==> src/hw/rtl/dtc_pkg.sv <==
// dtc_pkg: opcodes, register indexes and prescaler tap selection for the
// divider and timer counter block; no dependencies

package dtc_pkg;

   localparam int unsigned BYTE_W   = 8;
   localparam int unsigned OPCODE_W = 2;
   localparam int unsigned SELECT_W = 2;
   localparam int unsigned TAP_W    = 3;
   localparam int unsigned CSR_AW   = 4;
   localparam int unsigned CSR_DW   = 32;
   localparam int unsigned REG_IDX_W = 2;

   typedef logic [BYTE_W-1:0]   byte_type;
   typedef logic [OPCODE_W-1:0] opcode_field_type;

   typedef enum logic [OPCODE_W-1:0] {
      OP_TICK          = 2'd0,
      OP_WRITE_TIMER   = 2'd1,
      OP_WRITE_DIVIDER = 2'd2
   } opcode_type;

   typedef enum logic [REG_IDX_W-1:0] {
      REG_RELOAD_VALUE = 2'd0,
      REG_TIMER_ENABLE = 2'd1,
      REG_CLOCK_SELECT = 2'd2
   } reg_index_type;

   localparam logic [BYTE_W-3:0] PRESCALE_LOW_ZERO = '0;

   // prescaler bit watched for the falling edge
   function automatic logic [TAP_W-1:0] tap_index(input logic [SELECT_W-1:0] sel);
      logic [TAP_W-1:0] idx;
      case (sel)
         2'd0:    idx = 3'd7;
         2'd1:    idx = 3'd1;
         2'd2:    idx = 3'd3;
         default: idx = 3'd5;
      endcase
      return idx;
   endfunction

endpackage

==> src/hw/rtl/dtc_req_if.sv <==
// dtc_req_if: input item channel (valid, ready, opcode, write_value)
// depends on dtc_pkg

interface dtc_req_if;
   import dtc_pkg::*;

   logic             valid;
   logic             ready;
   opcode_field_type opcode;
   byte_type         write_value;

   modport source (output valid, output opcode, output write_value, input ready);
   modport sink   (input valid, input opcode, input write_value, output ready);
endinterface

==> src/hw/rtl/dtc_rsp_if.sv <==
// dtc_rsp_if: result item channel (valid, ready, divider, timer, interrupt)
// depends on dtc_pkg

interface dtc_rsp_if;
   import dtc_pkg::*;

   logic     valid;
   logic     ready;
   byte_type divider_value;
   byte_type timer_value;
   logic     timer_interrupt;

   modport source (output valid, output divider_value, output timer_value,
                   output timer_interrupt, input ready);
   modport sink   (input valid, input divider_value, input timer_value,
                   input timer_interrupt, output ready);
endinterface

==> src/hw/rtl/divider_and_timer_counter_top.sv <==
// divider_and_timer_counter_top: prescaler, divider register and timer counter
// depends on dtc_pkg, dtc_req_if, dtc_rsp_if
//
//   channel   | direction | handshake            | payload
//   req_chan  | in        | valid / ready        | opcode, write_value
//   rsp_chan  | out       | valid / ready        | divider_value, timer_value, timer_interrupt
//   csr_*     | in        | psel, penable, pwrite | reload value, timer_enable, clock_select
//
// one item per cycle while results are taken; a taken item passes the input register,
// then one pass of tick logic into the result register
// synchronous reset clears configuration, counter state and valid flags
// a stalled result holds; the input register still takes an item while it is free

module divider_and_timer_counter_top (
   input  logic                   clock,
   input  logic                   reset,
   dtc_req_if.sink                req_chan,
   dtc_rsp_if.source              rsp_chan,
   input  logic                   csr_psel,
   input  logic                   csr_penable,
   input  logic                   csr_pwrite,
   input  logic [dtc_pkg::CSR_AW-1:0] csr_paddr,
   input  logic [dtc_pkg::CSR_DW-1:0] csr_pwdata,
   output logic [dtc_pkg::CSR_DW-1:0] csr_prdata,
   output logic                   csr_pready
);
   import dtc_pkg::*;

   // configuration
   byte_type              reload_value_ff;
   logic                  timer_enable_ff;
   logic [SELECT_W-1:0]   clock_select_ff;
   logic                  csr_write;
   logic [REG_IDX_W-1:0]  csr_index;

   // input register
   logic                  s1_valid_ff;
   opcode_field_type      s1_opcode_ff;
   byte_type              s1_value_ff;

   // block state
   byte_type              prescale_ff, prescale_in;
   byte_type              divider_ff, divider_in;
   byte_type              timer_ff, timer_in;
   logic                  irq_in;

   // result register
   logic                  out_valid_ff;
   byte_type              out_divider_ff;
   byte_type              out_timer_ff;
   logic                  out_irq_ff;

   logic                  advance;
   logic [TAP_W-1:0]      tap;
   byte_type              prescale_next;

   assign csr_pready = 1'b1;
   assign csr_write  = csr_psel & csr_penable & csr_pwrite & csr_pready;
   assign csr_index  = csr_paddr[CSR_AW-1:CSR_AW-REG_IDX_W];

   always_ff @(posedge clock) begin
      if (reset) begin
         reload_value_ff <= '0;
         timer_enable_ff <= 1'b0;
         clock_select_ff <= '0;
      end else if (csr_write) begin
         case (reg_index_type'(csr_index))
            REG_RELOAD_VALUE: reload_value_ff <= csr_pwdata[BYTE_W-1:0];
            REG_TIMER_ENABLE: timer_enable_ff <= csr_pwdata[0];
            REG_CLOCK_SELECT: clock_select_ff <= csr_pwdata[SELECT_W-1:0];
            default: ;
         endcase
      end
   end

   always_comb begin
      case (reg_index_type'(csr_index))
         REG_RELOAD_VALUE: csr_prdata = {{(CSR_DW-BYTE_W){1'b0}}, reload_value_ff};
         REG_TIMER_ENABLE: csr_prdata = {{(CSR_DW-1){1'b0}}, timer_enable_ff};
         REG_CLOCK_SELECT: csr_prdata = {{(CSR_DW-SELECT_W){1'b0}}, clock_select_ff};
         default:          csr_prdata = '0;
      endcase
   end

   // pipeline flow
   assign advance        = s1_valid_ff & (~out_valid_ff | rsp_chan.ready);
   assign req_chan.ready = ~s1_valid_ff | advance;

   always_ff @(posedge clock) begin
      if (reset) begin
         s1_valid_ff <= 1'b0;
      end else if (req_chan.ready) begin
         s1_valid_ff <= req_chan.valid;
      end
   end

   always_ff @(posedge clock) begin
      if (req_chan.ready & req_chan.valid) begin
         s1_opcode_ff <= req_chan.opcode;
         s1_value_ff  <= req_chan.write_value;
      end
   end

   // tick logic
   assign tap           = tap_index(clock_select_ff);
   assign prescale_next = prescale_ff + 8'd1;

   always_comb begin
      prescale_in = prescale_ff;
      divider_in  = divider_ff;
      timer_in    = timer_ff;
      irq_in      = 1'b0;
      case (opcode_type'(s1_opcode_ff))
         OP_TICK: begin
            prescale_in = prescale_next;
            if (prescale_next[BYTE_W-3:0] == PRESCALE_LOW_ZERO) begin
               divider_in = divider_ff + 8'd1;
            end
            if (prescale_ff[tap] & ~prescale_next[tap] & timer_enable_ff) begin
               if (timer_ff == 8'hff) begin
                  timer_in = reload_value_ff;
                  irq_in   = 1'b1;
               end else begin
                  timer_in = timer_ff + 8'd1;
               end
            end
         end
         OP_WRITE_TIMER:   timer_in   = s1_value_ff;
         OP_WRITE_DIVIDER: divider_in = s1_value_ff;
         default: ;
      endcase
   end

   always_ff @(posedge clock) begin
      if (reset) begin
         prescale_ff <= '0;
         divider_ff  <= '0;
         timer_ff    <= '0;
      end else if (advance) begin
         prescale_ff <= prescale_in;
         divider_ff  <= divider_in;
         timer_ff    <= timer_in;
      end
   end

   always_ff @(posedge clock) begin
      if (reset) begin
         out_valid_ff <= 1'b0;
      end else if (advance) begin
         out_valid_ff <= 1'b1;
      end else if (rsp_chan.ready) begin
         out_valid_ff <= 1'b0;
      end
   end

   always_ff @(posedge clock) begin
      if (advance) begin
         out_divider_ff <= divider_in;
         out_timer_ff   <= timer_in;
         out_irq_ff     <= irq_in;
      end
   end

   assign rsp_chan.valid           = out_valid_ff;
   assign rsp_chan.divider_value   = out_divider_ff;
   assign rsp_chan.timer_value     = out_timer_ff;
   assign rsp_chan.timer_interrupt = out_irq_ff;

endmodule

==> src/flat_wrapper.sv <==
// flat-port wrapper written by rule: the top's interface ports become plain ports
module divider_and_timer_counter_top_flat import dtc_pkg::*;
  (clock, reset, csr_psel, csr_penable, csr_pwrite, csr_paddr, csr_pwdata, csr_prdata, csr_pready, req_chan_valid, req_chan_opcode, req_chan_write_value, req_chan_ready, rsp_chan_valid, rsp_chan_divider_value, rsp_chan_timer_value, rsp_chan_timer_interrupt, rsp_chan_ready);
  dtc_req_if req_chan_i ();
  dtc_rsp_if rsp_chan_i ();
  input  logic clock;
  input  logic reset;
  input  logic csr_psel;
  input  logic csr_penable;
  input  logic csr_pwrite;
  input  logic [dtc_pkg::CSR_AW-1:0] csr_paddr;
  input  logic [dtc_pkg::CSR_DW-1:0] csr_pwdata;
  output logic [dtc_pkg::CSR_DW-1:0] csr_prdata;
  output logic csr_pready;
  input wire logic [$bits(req_chan_i.valid)-1:0] req_chan_valid;
  input wire logic [$bits(req_chan_i.opcode)-1:0] req_chan_opcode;
  input wire logic [$bits(req_chan_i.write_value)-1:0] req_chan_write_value;
  output wire logic [$bits(req_chan_i.ready)-1:0] req_chan_ready;
  output wire logic [$bits(rsp_chan_i.valid)-1:0] rsp_chan_valid;
  output wire logic [$bits(rsp_chan_i.divider_value)-1:0] rsp_chan_divider_value;
  output wire logic [$bits(rsp_chan_i.timer_value)-1:0] rsp_chan_timer_value;
  output wire logic [$bits(rsp_chan_i.timer_interrupt)-1:0] rsp_chan_timer_interrupt;
  input wire logic [$bits(rsp_chan_i.ready)-1:0] rsp_chan_ready;
  assign req_chan_i.valid = req_chan_valid;
  assign req_chan_i.opcode = req_chan_opcode;
  assign req_chan_i.write_value = req_chan_write_value;
  assign req_chan_ready = req_chan_i.ready;
  assign rsp_chan_valid = rsp_chan_i.valid;
  assign rsp_chan_divider_value = rsp_chan_i.divider_value;
  assign rsp_chan_timer_value = rsp_chan_i.timer_value;
  assign rsp_chan_timer_interrupt = rsp_chan_i.timer_interrupt;
  assign rsp_chan_i.ready = rsp_chan_ready;
  divider_and_timer_counter_top u_core (.clock(clock), .reset(reset), .req_chan(req_chan_i), .rsp_chan(rsp_chan_i), .csr_psel(csr_psel), .csr_penable(csr_penable), .csr_pwrite(csr_pwrite), .csr_paddr(csr_paddr), .csr_pwdata(csr_pwdata), .csr_prdata(csr_prdata), .csr_pready(csr_pready));
endmodule
==> config.mk <==
export PLATFORM = sky130hd
export DESIGN_NAME = divider_and_timer_counter_top_flat
export DESIGN_NICKNAME = d
export VERILOG_FILES = /design/src/hw/rtl/dtc_pkg.sv /design/src/hw/rtl/dtc_req_if.sv /design/src/hw/rtl/dtc_rsp_if.sv /design/src/hw/rtl/divider_and_timer_counter_top.sv /design/src/flat_wrapper.sv
export SDC_FILE = /design/constraint.sdc
export NUM_CORES = 1
export LEC_CHECK = 0
export CORE_UTILIZATION = 57
export CTS_CLUSTER_SIZE = 10
export DETAILED_ROUTE_END_ITERATION = 10
export DONT_BUFFER_PORTS = 1
export GPL_TIMING_DRIVEN = 0
export PLACE_DENSITY = 0.75
export SYNTH_ARGS = -nofsm -noshare
export SYNTH_HDL_FRONTEND = slang
export SYNTH_SLANG_ARGS = --single-unit
export TNS_END_PERCENT = 5
==> constraint.sdc <==
create_clock -name clock -period 2 [get_ports clock]
set_input_delay 0.3 -clock clock [delete_from_list [all_inputs] [get_ports clock]]
set_output_delay 0.3 -clock clock [all_outputs]
set_load 0.1 [all_outputs]
### Yosys cells after proc, flatten, opt, wreduce, memory -nomap -nowiden

Cells that the tools add are included.

| cells by class | value |
|---|---|
| add/sub/neg operators | 3 |
| magnitude comparators | 1 |
| equality and inequality tests | 7 |
| mux-type cells | 14 |
| bitwise gates (word level) | 11 |
| reduce and logical (&&, ||, !) cells | 10 |

Operators with widths:

| cell | number |
|---|---|
| 8-bit one-hot mux with 2 select lines | 2 |
| 8-bit by 1-bit adder with 8-bit output, second input constant | 3 |
| 8-bit two-way mux | 3 |
| 8-bit one-hot mux with 3 select lines | 1 |
| 2-bit AND reduction | 5 |
| 3-bit one-hot mux with 3 select lines | 1 |
| 8-bit == test, second input constant | 1 |
| 1-bit bitwise AND | 6 |
| 1-bit binary-select mux with 3-bit select | 2 |
| 2-bit by 1-bit == test with 1-bit output, second input constant | 3 |
| 2-bit == test, second input constant | 3 |
| 2-bit zero test | 3 |
| 6-bit zero test | 1 |
| 1-bit two-way mux | 5 |
| 3-bit by 4-bit < comparator with 1-bit output, second input constant | 1 |
| 1-bit inverter | 3 |
| 1-bit OR | 2 |
| 2-bit nonzero test | 1 |

| storage, ports and cells | value |
|---|---|
| flip-flop bits (word level) | 64 |
| input port bits | 53 |
| output and inout port bits | 52 |
| word-level logic and storage cells | 59 |

### Depth between registers and ports, before layout

| depth | value |
|---|---|
| depth in word-level cells | 9 |
| depth in mapped cells | 7 |
| gate-level depth less buffers | 7 |

### Worst setup path after synthesis

Ideal clock, no wire load.

| timing path | value |
|---|---|
| kind | input to output |
| start point | input csr_paddr[2] (netlist name) |
| end point | output csr_prdata[0] (netlist name) |
| arrival time | 2.725 ns |
| data required time | 1.700 ns |
| setup slack | -1.025 ns |
| stages | 3 |
| buffers on the path | 1 |
| cells stage by stage | clkbuf_1 -> mux2i_1 -> o21ai_0 |

| on the way | value |
|---|---|
| cells in the longest elaborated chain, start to end | 2 |
| elaborated cells between the ends (all ways) | 4 |
| those cells by class | 2 x eq/ne; 1 x mux; 1 x reduce/logical |

RTL lines:

| item | RTL line | text |
|---|---|---|
| start, declared | flat_wrapper.sv:11 | `input logic [dtc_pkg::CSR_AW-1:0] csr_paddr;` |
| 2-bit == test, or another cell as far along | divider_and_timer_counter_top.sv:77 | `case (reg_index_type'(csr_index))` |
| 8-bit one-hot mux with 3 select lines * | divider_and_timer_counter_top.sv:77 |  |
| end, declared | flat_wrapper.sv:13 | `output logic [dtc_pkg::CSR_DW-1:0] csr_prdata;` |

Every way passes the cells marked *; elsewhere a longest branch is shown, timed or not.

### Worst setup path in the final report

| timing path | value |
|---|---|
| start point | register u_core.clock_select_ff[1] |
| end point | register u_core.timer_ff[1] |

| on the way | value |
|---|---|
| cells in the longest elaborated chain, start to end | 9 |
| elaborated cells between the ends (all ways) | 13 |
| those cells by class | 2 x eq/ne; 7 x mux; 3 x bitwise; 1 x reduce/logical |

RTL lines:

| item | RTL line | text |
|---|---|---|
| start, declared | divider_and_timer_counter_top.sv:32 | `logic [SELECT_W-1:0] clock_select_ff;` |
| start signal, assigned | divider_and_timer_counter_top.sv:70 | `REG_CLOCK_SELECT: clock_select_ff <= csr_pwdata[SELECT_W-1:0];` |
| 2-bit == test, or another cell as far along | dtc_pkg.sv:34 | `case (sel)` |
| 3-bit one-hot mux with 3 select lines * | dtc_pkg.sv:34 |  |
| 1-bit binary-select mux with 3-bit select | divider_and_timer_counter_top.sv:119 | `if (prescale_ff[tap] & ~prescale_next[tap] & timer_enable_ff) begin` |
| 1-bit two-way mux (not written as such) | divider_and_timer_counter_top.sv:119 |  |
| 1-bit inverter | divider_and_timer_counter_top.sv:119 |  |
| 1-bit bitwise AND * (2 in a row) | divider_and_timer_counter_top.sv:119 |  |
| 8-bit two-way mux * | divider_and_timer_counter_top.sv:119 |  |
| 8-bit one-hot mux with 2 select lines * | divider_and_timer_counter_top.sv:113 | `case (opcode_type'(s1_opcode_ff))` |
| net u_core.timer_in[1] | divider_and_timer_counter_top.sv:44 | `byte_type timer_ff, timer_in;` |
| end signal, assigned | divider_and_timer_counter_top.sv:142 | `timer_ff <= timer_in;` |
| end, declared | divider_and_timer_counter_top.sv:44 |  |

Mark *: on every way through the listed nets, which the timed path passes. The rest lies on a longest branch. The select of a mux whose other input is x is not followed.
A chain may end at the register's enable or synchronous reset.

==> impl_metrics.tcl <==
set metrics [dict create \
    io_pins 105 \
    arrival_ns 2.39 \
    synthArstFlopShare_pct 0 \
    finalWeightedCongestion 0.934 \
    worst-path-buf-inv 1 \
    reg2reg_depth 7 \
    final_layout_size_suffix_gt1_share_pct 25.3 \
    pre_cts_ws_ns -0.870 \
    ant_nets 0 \
    run_status "finished, violations left" \
    dp_hpwl_um 6480 \
    cts-hold-fix-buffers 0 \
    crit_path_end_kind "register" \
    antenna_found_initial 0 \
    syn_area_um2 3680 \
    numCtsBuffers 9 \
    netlist.top_cell.by_area "edfxtp_1" \
    antenna_cells 0 \
    grt_max_degree 25 \
    synthToLayoutAreaGrowth_pct 17.5 \
    setup_slack_ns -0.144 \
    syn_inst 396 \
    hold_ws_ns 0.0341 \
    ys_warn_count 0 \
    die_y_um 82.4 \
    first_pass_iters 6 \
    hold_violations 0 \
    path_delay_family "compound AO/OA/AOI/OAI gates" \
    p_leak_nw 1.60 \
    start_kind "register" \
    slew_headroom_pct 39.8 \
    overflow 0 \
    synth-edff-count 27 \
    vias 3137 \
    cts_max_level 3 \
    avgSynthCellArea_um2 9.30 \
    cp_max_fo 5 \
    placement.io_buffers 0 \
    maxCapViolations 0 \
    die-area_um2 6790 \
    place_area_um2 3880 \
    finalSetupViolCount 13 \
    post_drt_wl_per_cell_um 18.2 \
    max-vdd-ir-drop_mv 0.837 \
    cts_tree "built" \
    chipWidth_um 82.4 \
    skew_ns 0.0132 \
    timing.final.crit_share_pct 107 \
    seq_area_frac_synth_pct 42.1 \
    drc 0 \
    grt_pass1_wl_um 14600 \
    period_needed_ns 2.14 \
    rsz0062_at_grt "yes" \
    grt_pass1_vias 2959 \
    stdcell_area_um2 4330 \
    crit_slowest_cell "or4b_4" \
    grt_use_total_pct 29.5 \
    layout.nets 496 \
    fin_util_pct 71.4 \
    path_class "register to register" \
    clk_pin_slew_ns 0.09 \
    tightest_slew_ns 0.905 \
    cts_root_buf "clkbuf_8" \
    synth_ff_type "dfxtp_1" \
    dp.cells 494 \
    core_um2 6060 \
    drtIter0Drc 466 \
    synth_top_area_share_pct 22.0 \
    post_synth_num_cell_types 68 \
    drv_slew 0 \
    worstPathRequired_ns 2.25 \
    holdPathStages 0 \
    final_cells 517 \
    clockBufferDepth 2 \
    hold_class "input port to register" \
    violations "setup timing" \
    synth-seq-cells 64 \
    crit_chain "inv_2 -> ha_2 -> or4b_4 -> o22a_4 -> a2111oi_4 -> nor3_2 -> o21a_1" \
    cts.sinks 64 \
    critPathMaxStageDelay_ns 0.56 \
    clkLatencyLatePin_ns 0.35 \
    synth_area_leaders "edfxtp_1 (22%), dfxtp_1 (20%), buf_4 (5.7%)" \
    fmax_mhz 466 \
    finalWirelength_um 9390 \
    start_util_pct 60.8 \
    via_per_inst 6.07 \
    power_per_cell_area_nw_per_um2 778 \
    rows 28 \
    worstSetupPathDepth 7 \
]
[stage by stage]
step / setup TNS (ns) / total power, W
2_1_floorplan: -3.27 / 0.00202
3_3_place_gp: -22.95 / 0.00208
3_5_place_dp: -23.19 / 0.00209
4_1_cts: -1.20 / 0.00337
5_1_grt: -2.42 / 0.00346
6_report: -1.35 / 0.00337
[cell families (layout without fill, tap and decap cells)]
group,count (synthesis),in the layout,synth area share (%)
other,2,25,0.204
multiplexers,17,17,4.69
adder cells (fa/ha/maj),6,6,2.04
AO/OA/AOI/OAI,85,85,18.2
buffers and inverters,68,91,9.92
AND/OR/NAND/NOR,143,143,20.2
XOR/XNOR,11,11,2.62
flip-flops,64,64,42.1
[Yosys cell counts, drive strengths merged (3+ instances only)]
master   instances
o22ai            4
and4             4
a22oi            5
a311oi           3
nand2           31
edfxtp          27
o32ai            4
nand4           12
o2111ai          3
nand3           13
and3             9
inv             19
clkbuf          17
o21ai            9
a311o            4
a21oi           13
xnor2            3
dfxtp           37
mux2i           15
ha               6
buf             31
nor2            35
o211ai           6
a31oi            6
nor3b            3
and2            13
nor3             9
a2bb2oi          4
xor2             8
[worst paths after layout]
path,from,end,slack [ns]
max,u_core.clock_select_ff[1],u_core.timer_ff[1],-0.14
min,req_chan_write_value[7],u_core.s1_value_ff[7],0.03
max reg2reg,u_core.clock_select_ff[1],u_core.timer_ff[1],-0.14
min reg2reg,u_core.reload_value_ff[3],u_core.reload_value_ff[3],0.53
[repair_timing]
item,CTS,global route
endpoints found under the setup margin,67,36
buffers inserted,6,2
pin swaps,8,2
gates cloned,0,0
resized for setup,33,21
[cell usage in the layout, fill, tap and decap left out, types with 4 or more instances in the layout]
cell / Yosys / layout
mux2i_1: 15 / 15
and2_2: 0 / 6
nand4_1: 12 / 12
conb_1: 2 / 25
buf_4: 28 / 35
a31oi_1: 6 / 5
dfxtp_1: 37 / 32
o21ai_0: 8 / 6
a311o_1: 4 / 4
clkbuf_8: 0 / 9
nand2_1: 31 / 29
nor3_2: 1 / 4
edfxtp_1: 27 / 27
o32ai_1: 4 / 4
xor2_1: 8 / 8
clkbuf_1: 16 / 11
nor2_1: 34 / 32
and2_1: 12 / 6
o211ai_1: 6 / 6
nand3_1: 13 / 13
ha_2: 0 / 4
a22oi_1: 5 / 5
a2bb2oi_1: 4 / 4
a21oi_1: 13 / 13
and4_1: 4 / 4
and3_1: 7 / 6
inv_1: 19 / 17
nor3_1: 8 / 5
[power breakdown]
group / switching [W] / leakage (nW) / internal (W)
Clock: 0.000571 / 0.111 / 0.000717
Sequential: 0.000183 / 0.563 / 0.00142
Combinational: 0.000370 / 0.926 / 0.000113
[flip-flops by register name, summed over array words and instances (netlist names), 8 cells and up]
name / flops
u_core.divider_ff: 8
u_core.prescale_ff: 8
u_core.reload_value_ff: 8
u_core.rsp_chan.divider_value: 8
u_core.rsp_chan.timer_value: 8
u_core.s1_value_ff: 8
u_core.timer_ff: 8
[final cells by class]
cell class | count | area, um^2
Inverter | 20 | 80.1
Multi-Input combinational cell | 287 | 2000
Buffer | 47 | 297
Tap cell | 75 | 93.8
Sequential cell | 64 | 1570
Timing Repair Buffer | 8 | 63.8
Fill cell | 463 | 1730
Clock inverter | 7 | 103
Clock buffer | 9 | 124
[layer usage]
metal  share of wire [%]  track usage (%)
met5                   0                0
met2                  49             49.1
met4                 2.4             16.1
met1                  41             35.8
met3                 7.6             5.71
No activity file was read; power rests on OpenSTA's default activity.
